## src/shortest_remaining_time_scheduler_unit_macros.svh

```systemverilog
// assertion macros for the scheduler
`ifndef SHORTEST_REMAINING_TIME_SCHEDULER_UNIT_MACROS_SVH
`define SHORTEST_REMAINING_TIME_SCHEDULER_UNIT_MACROS_SVH
`ifndef NO_ASSERTIONS
`define SRTS_ASSERT(label, clk, rst_n, prop, msg) \
	label: assert property (@(posedge clk) disable iff (!rst_n) prop) else $error(msg);
`define SRTS_ASSERT_IMPL(label, clk, rst_n, a, c, msg) \
	label: assert property (@(posedge clk) disable iff (!rst_n) (a) |-> (c)) else $error(msg);
`else
`define SRTS_ASSERT(label, clk, rst_n, prop, msg)
`define SRTS_ASSERT_IMPL(label, clk, rst_n, a, c, msg)
`endif
`endif

```

## src/srts_pkg.sv

```systemverilog
// ----------------------------------------------------------------------------
// srts_pkg
// shared constants and types of the shortest-remaining-time scheduler
// ----------------------------------------------------------------------------
package srts_pkg;
	localparam int SLOTS     = 16;
	localparam int SLOT_BITS = $clog2(SLOTS);
	localparam int TIME_BITS = 16;
	localparam int ID_BITS   = 8;
	localparam int CNT_BITS  = $clog2(SLOTS + 1);

	localparam logic OP_ADMIT = 1'b0;
	localparam logic OP_TICK  = 1'b1;

	typedef logic [TIME_BITS-1:0] time_t;
	typedef logic [SLOT_BITS-1:0] slot_t;

	// one slot entry as held in the table memory
	typedef struct packed {
		logic [ID_BITS-1:0] task_id;
		time_t              admit_time;
		time_t              burst;
		time_t              remaining;
		time_t              first_dispatch;
	} entry_t;

	// memory port between controller and table
	typedef struct packed {
		logic   rd_en;
		slot_t  rd_addr;
		logic   wr_en;
		slot_t  wr_addr;
		entry_t wr_data;
	} mem_req_t;

	function automatic time_t sat_inc(input time_t v);
		return (v == '1) ? v : time_t'(v + 1'b1);
	endfunction

	function automatic time_t sat_sub(input time_t a, input time_t b);
		return (a > b) ? time_t'(a - b) : '0;
	endfunction
endpackage

```

## src/shortest_remaining_time_scheduler_unit.sv

```systemverilog
// ----------------------------------------------------------------------------
// shortest_remaining_time_scheduler_unit
// preemptive shortest-remaining-time-first scheduler over a slot table memory
// ----------------------------------------------------------------------------
// channel | direction | handshake             | payload
// in      | input     | in_valid / in_ready   | operation, task_id, burst_length
// out     | output    | out_valid / out_ready | admit_ok ... turnaround_time
//
// an admit shows its result in the cycle after it is taken; a tick first runs the
// scan (ST_SCAN, then ST_LAST for the final slot) that reads every slot through
// the single table read port, then ST_RREAD and ST_RUN; an idle tick ends at ST_LAST.
// one item at a time; the next item is taken the cycle after the result is
// taken.
// reset clears slot valid and started flags, time and the running task;
// the table memory itself is not cleared.
module shortest_remaining_time_scheduler_unit (
	input  logic        clk,
	input  logic        arst_n,
	input  logic        in_valid,
	output logic        in_ready,
	input  logic        operation,
	input  logic [7:0]  task_id,
	input  logic [15:0] burst_length,
	output logic        out_valid,
	input  logic        out_ready,
	output logic        admit_ok,
	output logic        run_valid,
	output logic [7:0]  run_id,
	output logic        segment_valid,
	output logic [7:0]  segment_id,
	output logic [15:0] segment_length,
	output logic        done_valid,
	output logic [7:0]  done_id,
	output logic [15:0] completion_time,
	output logic [15:0] response_time,
	output logic [15:0] waiting_time,
	output logic [15:0] turnaround_time
);
	import srts_pkg::*;

	mem_req_t mem_req;
	entry_t   rd_data;

	srts_ctrl u_ctrl (
		.clk, .arst_n, .in_valid, .in_ready, .operation, .task_id, .burst_length,
		.out_valid, .out_ready, .admit_ok, .run_valid, .run_id, .segment_valid,
		.segment_id, .segment_length, .done_valid, .done_id, .completion_time,
		.response_time, .waiting_time, .turnaround_time, .mem_req, .rd_data
	);

	srts_table u_table (
		.clk, .req(mem_req), .rd_data
	);
endmodule

```

## src/srts_table.sv

```systemverilog
// ----------------------------------------------------------------------------
// srts_table
// slot entry memory, one write and one registered read per cycle
// ----------------------------------------------------------------------------
module srts_table (
	input  logic              clk,
	input  srts_pkg::mem_req_t req,
	output srts_pkg::entry_t  rd_data
);
	import srts_pkg::*;

	entry_t mem [SLOTS];

	always_ff @(posedge clk) begin
		if (req.wr_en) begin
			mem[req.wr_addr] <= req.wr_data;
		end
		if (req.rd_en) begin
			rd_data <= mem[req.rd_addr];
		end
	end
endmodule

```

## src/srts_ctrl.sv

```systemverilog
// ----------------------------------------------------------------------------
// srts_ctrl
// sequencer: admit, remaining-time scan, update and report
// ----------------------------------------------------------------------------
`include "shortest_remaining_time_scheduler_unit_macros.svh"
module srts_ctrl (
	input  logic                           clk,
	input  logic                           arst_n,
	input  logic                           in_valid,
	output logic                           in_ready,
	input  logic                           operation,
	input  logic [srts_pkg::ID_BITS-1:0]   task_id,
	input  logic [15:0]                    burst_length,
	output logic                           out_valid,
	input  logic                           out_ready,
	output logic                           admit_ok,
	output logic                           run_valid,
	output logic [srts_pkg::ID_BITS-1:0]   run_id,
	output logic                           segment_valid,
	output logic [srts_pkg::ID_BITS-1:0]   segment_id,
	output logic [15:0]                    segment_length,
	output logic                           done_valid,
	output logic [srts_pkg::ID_BITS-1:0]   done_id,
	output logic [15:0]                    completion_time,
	output logic [15:0]                    response_time,
	output logic [15:0]                    waiting_time,
	output logic [15:0]                    turnaround_time,
	output srts_pkg::mem_req_t             mem_req,
	input  srts_pkg::entry_t               rd_data
);
	import srts_pkg::*;

	localparam logic [2:0] ST_IDLE  = 3'd0;
	localparam logic [2:0] ST_SCAN  = 3'd1;
	localparam logic [2:0] ST_LAST  = 3'd2;
	localparam logic [2:0] ST_RREAD = 3'd3;
	localparam logic [2:0] ST_RUN   = 3'd4;

	logic [2:0]      state_q;
	logic [SLOTS-1:0] valid_q, started_q;
	time_t           now_q, seg_q;
	logic            run_q;
	slot_t           run_slot_q;
	slot_t           scan_q, prev_q;
	logic            best_v_q;
	slot_t           best_q;
	time_t           best_rem_q;
	entry_t          run_e_q;
	logic            has_run_q;
	logic            pend_q;

	// fields of the result register
	logic r_admit_q, r_run_q, r_seg_q, r_done_q;
	logic [ID_BITS-1:0] r_run_id_q, r_seg_id_q, r_done_id_q;
	time_t r_seg_len_q, r_comp_q, r_resp_q, r_wait_q, r_turn_q;

	logic [SLOTS-1:0] free_vec;
	logic             free_any;
	slot_t            free_slot;
	logic             take;
	logic             cand_ok;

	assign in_ready  = (state_q == ST_IDLE) && !pend_q;
	assign take      = in_valid && in_ready;
	assign out_valid = pend_q;

	always_comb begin
		free_vec  = ~valid_q;
		free_any  = |free_vec;
		free_slot = '0;
		for (int i = SLOTS - 1; i >= 0; i--) begin
			if (free_vec[i]) begin
				free_slot = slot_t'(i);
			end
		end
	end

	// a read data word belongs to prev_q; skip the running slot and empty slots
	assign cand_ok = valid_q[prev_q] && !(has_run_q && prev_q == run_slot_q);

	// next running entry values for the tick update
	entry_t e;
	time_t  now_n, seg_n, turn;
	slot_t  s;
	logic   preempt;
	always_comb begin
		preempt = has_run_q && best_v_q && (best_rem_q < run_e_q.remaining);
		s       = has_run_q ? (preempt ? best_q : run_slot_q) : best_q;
		e       = rd_data;
		if (!started_q[s]) begin
			e.first_dispatch = now_q;
		end
		if (e.remaining != '0) begin
			e.remaining = time_t'(e.remaining - 1'b1);
		end
		now_n = sat_inc(now_q);
		seg_n = sat_inc((has_run_q && !preempt) ? seg_q : '0);
		turn  = sat_sub(now_n, e.admit_time);
	end

	always_comb begin
		mem_req = '0;
		case (state_q)
			ST_IDLE: begin
				mem_req.rd_en   = take && operation == OP_TICK;
				mem_req.rd_addr = '0;
				if (take && operation == OP_ADMIT && burst_length != '0 && free_any) begin
					mem_req.wr_en                  = 1'b1;
					mem_req.wr_addr                = free_slot;
					mem_req.wr_data.task_id        = task_id;
					mem_req.wr_data.admit_time     = now_q;
					mem_req.wr_data.burst          = burst_length;
					mem_req.wr_data.remaining      = burst_length;
					mem_req.wr_data.first_dispatch = '0;
				end
			end
			ST_SCAN: begin
				mem_req.rd_en   = 1'b1;
				mem_req.rd_addr = scan_q;
			end
			ST_LAST: begin
				mem_req.rd_en   = 1'b1;
				mem_req.rd_addr = has_run_q ? run_slot_q : best_q;
			end
			ST_RREAD: begin
				// rd_data holds the running entry here when one runs; the winner is final
				mem_req.rd_en   = 1'b1;
				mem_req.rd_addr = (has_run_q && !(best_v_q && best_rem_q < rd_data.remaining)) ?
					run_slot_q : best_q;
			end
			ST_RUN: begin
				mem_req.wr_en   = 1'b1;
				mem_req.wr_addr = s;
				mem_req.wr_data = e;
			end
			default: begin
			end
		endcase
	end

	always_ff @(posedge clk or negedge arst_n) begin
		if (!arst_n) begin
			state_q     <= ST_IDLE;
			valid_q     <= '0;
			started_q   <= '0;
			now_q       <= '0;
			seg_q       <= '0;
			run_q       <= 1'b0;
			run_slot_q  <= '0;
			pend_q      <= 1'b0;
			has_run_q   <= 1'b0;
			best_v_q    <= 1'b0;
			best_q      <= '0;
			best_rem_q  <= '0;
			scan_q      <= '0;
			prev_q      <= '0;
			run_e_q     <= '0;
			{r_admit_q, r_run_q, r_seg_q, r_done_q} <= '0;
			{r_run_id_q, r_seg_id_q, r_done_id_q} <= '0;
			{r_seg_len_q, r_comp_q, r_resp_q, r_wait_q, r_turn_q} <= '0;
		end else begin
			if (pend_q && out_ready) begin
				pend_q <= 1'b0;
			end
			case (state_q)
				ST_IDLE: begin
					if (take) begin
						{r_run_q, r_seg_q, r_done_q} <= '0;
						{r_run_id_q, r_seg_id_q, r_done_id_q} <= '0;
						{r_seg_len_q, r_comp_q, r_resp_q, r_wait_q, r_turn_q} <= '0;
						r_admit_q <= (operation == OP_ADMIT) && burst_length != '0 && free_any;
						if (operation == OP_ADMIT) begin
							pend_q <= 1'b1;
							if (burst_length != '0 && free_any) begin
								valid_q[free_slot]   <= 1'b1;
								started_q[free_slot] <= 1'b0;
							end
						end else begin
							has_run_q <= run_q && valid_q[run_slot_q];
							best_v_q  <= 1'b0;
							scan_q    <= slot_t'(1);
							prev_q    <= '0;
							state_q   <= (SLOTS == 1) ? ST_LAST : ST_SCAN;
						end
					end
				end
				ST_SCAN: begin
					if (cand_ok && (!best_v_q || rd_data.remaining < best_rem_q)) begin
						best_v_q   <= 1'b1;
						best_q     <= prev_q;
						best_rem_q <= rd_data.remaining;
					end
					prev_q <= scan_q;
					scan_q <= slot_t'(scan_q + 1'b1);
					if (scan_q == slot_t'(SLOTS - 1)) begin
						state_q <= ST_LAST;
					end
				end
				ST_LAST: begin
					// fold the final slot; its read issues the running entry when one runs
					if (cand_ok && (!best_v_q || rd_data.remaining < best_rem_q)) begin
						best_v_q   <= 1'b1;
						best_q     <= prev_q;
						best_rem_q <= rd_data.remaining;
					end
					if (has_run_q) begin
						state_q <= ST_RREAD;
					end else if (cand_ok || best_v_q) begin
						// re-read winner: handled by RREAD with has_run_q low
						state_q <= ST_RREAD;
					end else begin
						now_q   <= sat_inc(now_q);
						run_q   <= 1'b0;
						seg_q   <= '0;
						pend_q  <= 1'b1;
						state_q <= ST_IDLE;
					end
				end
				ST_RREAD: begin
					run_e_q <= rd_data;
					state_q <= ST_RUN;
				end
				ST_RUN: begin
					pend_q     <= 1'b1;
					state_q    <= ST_IDLE;
					now_q      <= now_n;
					r_run_q    <= 1'b1;
					r_run_id_q <= e.task_id;
					if (preempt) begin
						r_seg_q     <= 1'b1;
						r_seg_id_q  <= run_e_q.task_id;
						r_seg_len_q <= seg_q;
					end
					if (e.remaining == '0) begin
						if (!preempt) begin
							r_seg_q     <= 1'b1;
							r_seg_id_q  <= e.task_id;
							r_seg_len_q <= seg_n;
						end
						r_done_q     <= 1'b1;
						r_done_id_q  <= e.task_id;
						r_comp_q     <= now_n;
						r_resp_q     <= sat_sub(e.first_dispatch, e.admit_time);
						r_wait_q     <= sat_sub(turn, e.burst);
						r_turn_q     <= turn;
						valid_q[s]   <= 1'b0;
						started_q[s] <= 1'b0;
						run_q        <= 1'b0;
						run_slot_q   <= '0;
						seg_q        <= '0;
					end else begin
						started_q[s] <= 1'b1;
						run_q        <= 1'b1;
						run_slot_q   <= s;
						seg_q        <= seg_n;
					end
				end
				default: state_q <= ST_IDLE;
			endcase
		end
	end

	assign admit_ok        = r_admit_q;
	assign run_valid       = r_run_q;
	assign run_id          = r_run_id_q;
	assign segment_valid   = r_seg_q;
	assign segment_id      = r_seg_id_q;
	assign segment_length  = r_seg_len_q;
	assign done_valid      = r_done_q;
	assign done_id         = r_done_id_q;
	assign completion_time = r_comp_q;
	assign response_time   = r_resp_q;
	assign waiting_time    = r_wait_q;
	assign turnaround_time = r_turn_q;

	`SRTS_ASSERT_IMPL(a_ready_idle, clk, arst_n, in_ready, state_q == ST_IDLE, "ready outside idle")
	`SRTS_ASSERT_IMPL(a_run_slot_valid, clk, arst_n, state_q == ST_RUN, valid_q[s], "runs an empty slot")
	`SRTS_ASSERT(a_done_clears, clk, arst_n, (state_q == ST_RUN && e.remaining == '0) |=> !valid_q[$past(s)], "finished slot kept")
	`SRTS_ASSERT(a_one_result, clk, arst_n, (pend_q && !out_ready) |=> pend_q, "result dropped")
endmodule

```

## config.mk

```make
export PLATFORM = sky130hd
export DESIGN_NAME = shortest_remaining_time_scheduler_unit
export DESIGN_NICKNAME = d
export VERILOG_FILES = /design/src/srts_pkg.sv /design/src/shortest_remaining_time_scheduler_unit.sv /design/src/srts_table.sv /design/src/srts_ctrl.sv
export VERILOG_INCLUDE_DIRS = /design/src /design/src/src
export SDC_FILE = /design/constraint.sdc
export NUM_CORES = 2
export LEC_CHECK = 0
export BUFFER_PORTS_ARGS = -buffer_cell sky130_fd_sc_hd__buf_2
export CORE_UTILIZATION = 25
export DETAILED_ROUTE_END_ITERATION = 6
export GPL_TIMING_DRIVEN = 0
export PLACE_DENSITY = 0.47
export SLEW_MARGIN = 20
export SYNTH_ARGS = -nofsm -noshare
export SYNTH_HDL_FRONTEND = slang
export SYNTH_SLANG_ARGS = --single-unit
```

## constraint.sdc

```tcl
create_clock -name clk -period 7.4 [get_ports clk]
set_clock_uncertainty 0.1 [all_clocks]
set_input_delay 0.74 -clock clk [delete_from_list [all_inputs] [get_ports clk]]
set_output_delay 0.74 -clock clk [all_outputs]
set_load 0.05 [all_outputs]
```

==> flow_metrics.tcl <==
set metrics [dict create \
    status "completed" \
    yosysTopAreaCellShare_pct 58.2 \
    start_kind "register" \
    hpwl_um 144000 \
    syn_nets 4426 \
    yosysUniqueCellTypes 82 \
    crit_path_top_delay_cell "dfrtp_1" \
    clk_pin_slew_ns 0.06 \
    relSlewSlack_pct 18.4 \
    final_max_slew_viol_count 0 \
    fin_util_pct 30.1 \
    grt_max_degree 92 \
    antenna_found_initial 9 \
    clockRootBuffer "clkbuf_16" \
    end_kind "register" \
    power.density_nw_per_um2 383 \
    syn_area_um2 63100 \
    drv_cap 0 \
    ys_seq_area_share_pct 67.6 \
    antenna_left 0 \
    worst_pin_slew_ns 1.22 \
    drt_iter0_markers 2990 \
    nNetsFinal 4842 \
    grt-ovfl-total 0 \
    yosysTopAreaCell "edfxtp_1" \
    fmax_ghz 0.143 \
    grt.total_usage_pct 15.6 \
    vias_per_cell 4.64 \
    layout_min_cycle_time_ns 6.97 \
    ys_ff_latch 1459 \
    htreeDepth 4 \
    route.detailed.drc 0 \
    clockBufferDepth 3 \
    wl_um 202000 \
    first_pass_iters 7 \
    crit_top_cell "o21ai_0" \
    cts_buffers 161 \
    io_pins 139 \
    cts.sinks 1459 \
    r2r_setup_slack_ns 0.43 \
    required_ns 7.97 \
    crit_end "u_ctrl.waiting_time[9]" \
    reg2reg_to "u_ctrl.waiting_time[9]" \
    max_stage_delay_ns 0.56 \
    start_util_pct 25.1 \
    nFillCells 25000 \
    ys.flop_type "edfxtp_1" \
    cp.arrival_ns 7.54 \
    drive_gt1_share_pct 14.5 \
    rows 184 \
    startpoint "u_ctrl.now_q[4]" \
    wl_per_cell_um 24.6 \
    finalSetupViolations 0 \
    place.gp.congestion 0.894 \
    synth_area_leaders "edfxtp_1 58%, mux2i_1 15%, dfrtp_1 9.3%" \
    synth-warning-count 0 \
    hold_depth 2 \
    hold_viol_final 0 \
    ff2ff_path_depth 29 \
    hold_path_class "input pin to register" \
    leakage_nw 29.5 \
    fp.dieW_um 504 \
    grt_pass1_wl_um 286000 \
    postSynthCellCount 4311 \
    syn_to_final_growth_pct 19.9 \
    synthArstFlopShare_pct 16.1 \
    cts_tree "done" \
    crit_fanout 10 \
    holdWs_ns 0.159 \
    irDropWorstVdd_uv 258 \
    fin_crit_sh_pct 94.2 \
    avgSynthCellArea_um2 14.6 \
    fp.dieH_um 504 \
    port_buffers 138 \
    vias 38100 \
    critPathKind "register to register" \
    synth-edff-count 1224 \
    die-area_um2 254000 \
    rr_startpoint "u_ctrl.now_q[4]" \
    core_area_um2 251000 \
    clkLatencyLatePin_ns 0.81 \
    grt_pass1_vias 38300 \
]
## area by class of cell
class	instances	area, um2	share of cell area, %
Clock buffer	220	4420	5.84
Multi-Input combinational cell	2528	19400	25.6
Tap cell	3348	4190	5.54
Antenna cell	6	15.0	0.0198
Buffer	226	1040	1.38
Inverter	97	364	0.481
Timing Repair Buffer	254	2830	3.74
Sequential cell	1459	42600	56.3
Clock inverter	74	812	1.07
## critical path, delay by kind of cell, from the launching register on
kind                     cells  cell delay [ns]
flip-flops                   1             0.56
AND/OR/NAND/NOR             10             1.88
adder cells (fa/ha/maj)      3             1.01
AO/OA/AOI/OAI               11             2.07
buffers and inverters        4             1.03
XOR/XNOR                     1             0.16
## cells by family (layout without fill, tap and decap cells)
logic type,Yosys count,count (layout),synth area share (%)
muxes,990,990,16.0
buffers and inverters,324,871,2.20
and+or+nand+nor,723,723,5.34
xor gates and xnor gates,79,79,1.10
other,0,6,0
DFF,1459,1459,67.6
AOI/OAI and AO/OA,650,650,6.12
adders and majority gates,86,86,1.74
## cell usage in the layout (no fill, tap or decap), types with 42 or more instances in the layout
cell,n
buf_2,227
dfrtp_1,235
clkbuf_16,166
nand4_1,42
o21ai_1,63
buf_12,46
nand3_1,82
o22ai_1,76
xnor2_1,45
ha_1,83
mux2i_1,952
edfxtp_1,1224
clkbuf_1,144
a21oi_1,165
inv_1,97
nand2_1,335
nor2_1,96
o21ai_0,153
## power by group
group	leakage (nW)	switching, mW	internal (mW)
registers	13.9	0.473	9.62
logic	13.1	6.99	3.87
clock network	2.54	3.34	4.68
## cells in the mapped netlist, types with 34 or more instances
master	n
edfxtp_1	1224
mux2i_1	955
nand2_1	335
dfrtp_1	235
o21ai_0	198
a21oi_1	182
clkbuf_1	113
nor2_1	113
inv_1	97
buf_2	88
ha_1	83
nand3_1	82
o22ai_1	78
xnor2_1	45
nand4_1	42
xor2_1	34
## metal layers
| metal | vias up | routed length (um) | part of all wire (%) | global-route usage (%) |
|---|---|---|---|---|
| met3 | 251 | 10900 | 5.4 | 2.75 |
| li1 | 17300 | - | - | - |
| met1 | 19600 | 88200 | 44 | 20.5 |
| met2 | 952 | 96800 | 48 | 25.9 |
| met4 | 4 | 6210 | 3.1 | 5.06 |
| met5 | - | 33 | 0.016 | 0 |
## registers in the layout (all words and copies together) (netlist names), 4 cells and up, named ones only
register                count
u_ctrl.run_slot_q           4
u_ctrl.response_time       16
u_ctrl.prev_q               4
u_table.rd_data            72
u_ctrl.run_id               8
u_ctrl.completion_time     16
u_ctrl.best_rem_q          16
u_ctrl.turnaround_time     16
u_ctrl.valid_q             16
u_table.mem              1152
u_ctrl.scan_q               4
u_ctrl.seg_q               16
u_ctrl.done_id              8
u_ctrl.run_e_q             24
u_ctrl.best_q               4
u_ctrl.now_q               16
u_ctrl.segment_length      16
u_ctrl.waiting_time        16
u_ctrl.segment_id           8
## repair_timing
action                                  4_1_cts  5_1_grt
hold buffers                                  1        0
buffers inserted                              0        3
hold endpoints to repair                     66        0
pin swaps                                     0        2
resized for setup                             1        8
endpoints found under the setup margin       10       31
## stage by stage
stage / cells / TNS, ns / area [um2] / total power [mW] / setup slack [ns]
3_5_place_dp: 7909 / -0.369 / 70300 / 21.1 / -0.0565
4_1_cts: 8204 / 0 / 75500 / 29.2 / 0.0475
3_3_place_gp: 7797 / -5089.86 / 68000 / 21.0 / -4.71
5_1_grt: 8207 / -0.00338 / 75700 / 30.3 / -0.00338
6_report: 8212 / 0 / 75700 / 29.0 / 0.428
2_1_floorplan: 4311 / -6.30 / 63100 / 17.1 / -0.0219
## worst min-delay path by stage
stage | to | slack, ns | from
final | u_ctrl.out_valid | 0.16 | operation
after CTS | u_ctrl.out_valid | 0.08 | operation
after detailed placement | u_ctrl.admit_ok | 0.36 | u_ctrl.admit_ok
after global placement | u_ctrl.admit_ok | 0.36 | u_ctrl.admit_ok
after floorplan | async pin | 0.34 | arst_n
after global routing | u_ctrl.out_valid | 0.13 | operation
Note: power is estimated with default switching activity, not from simulation.
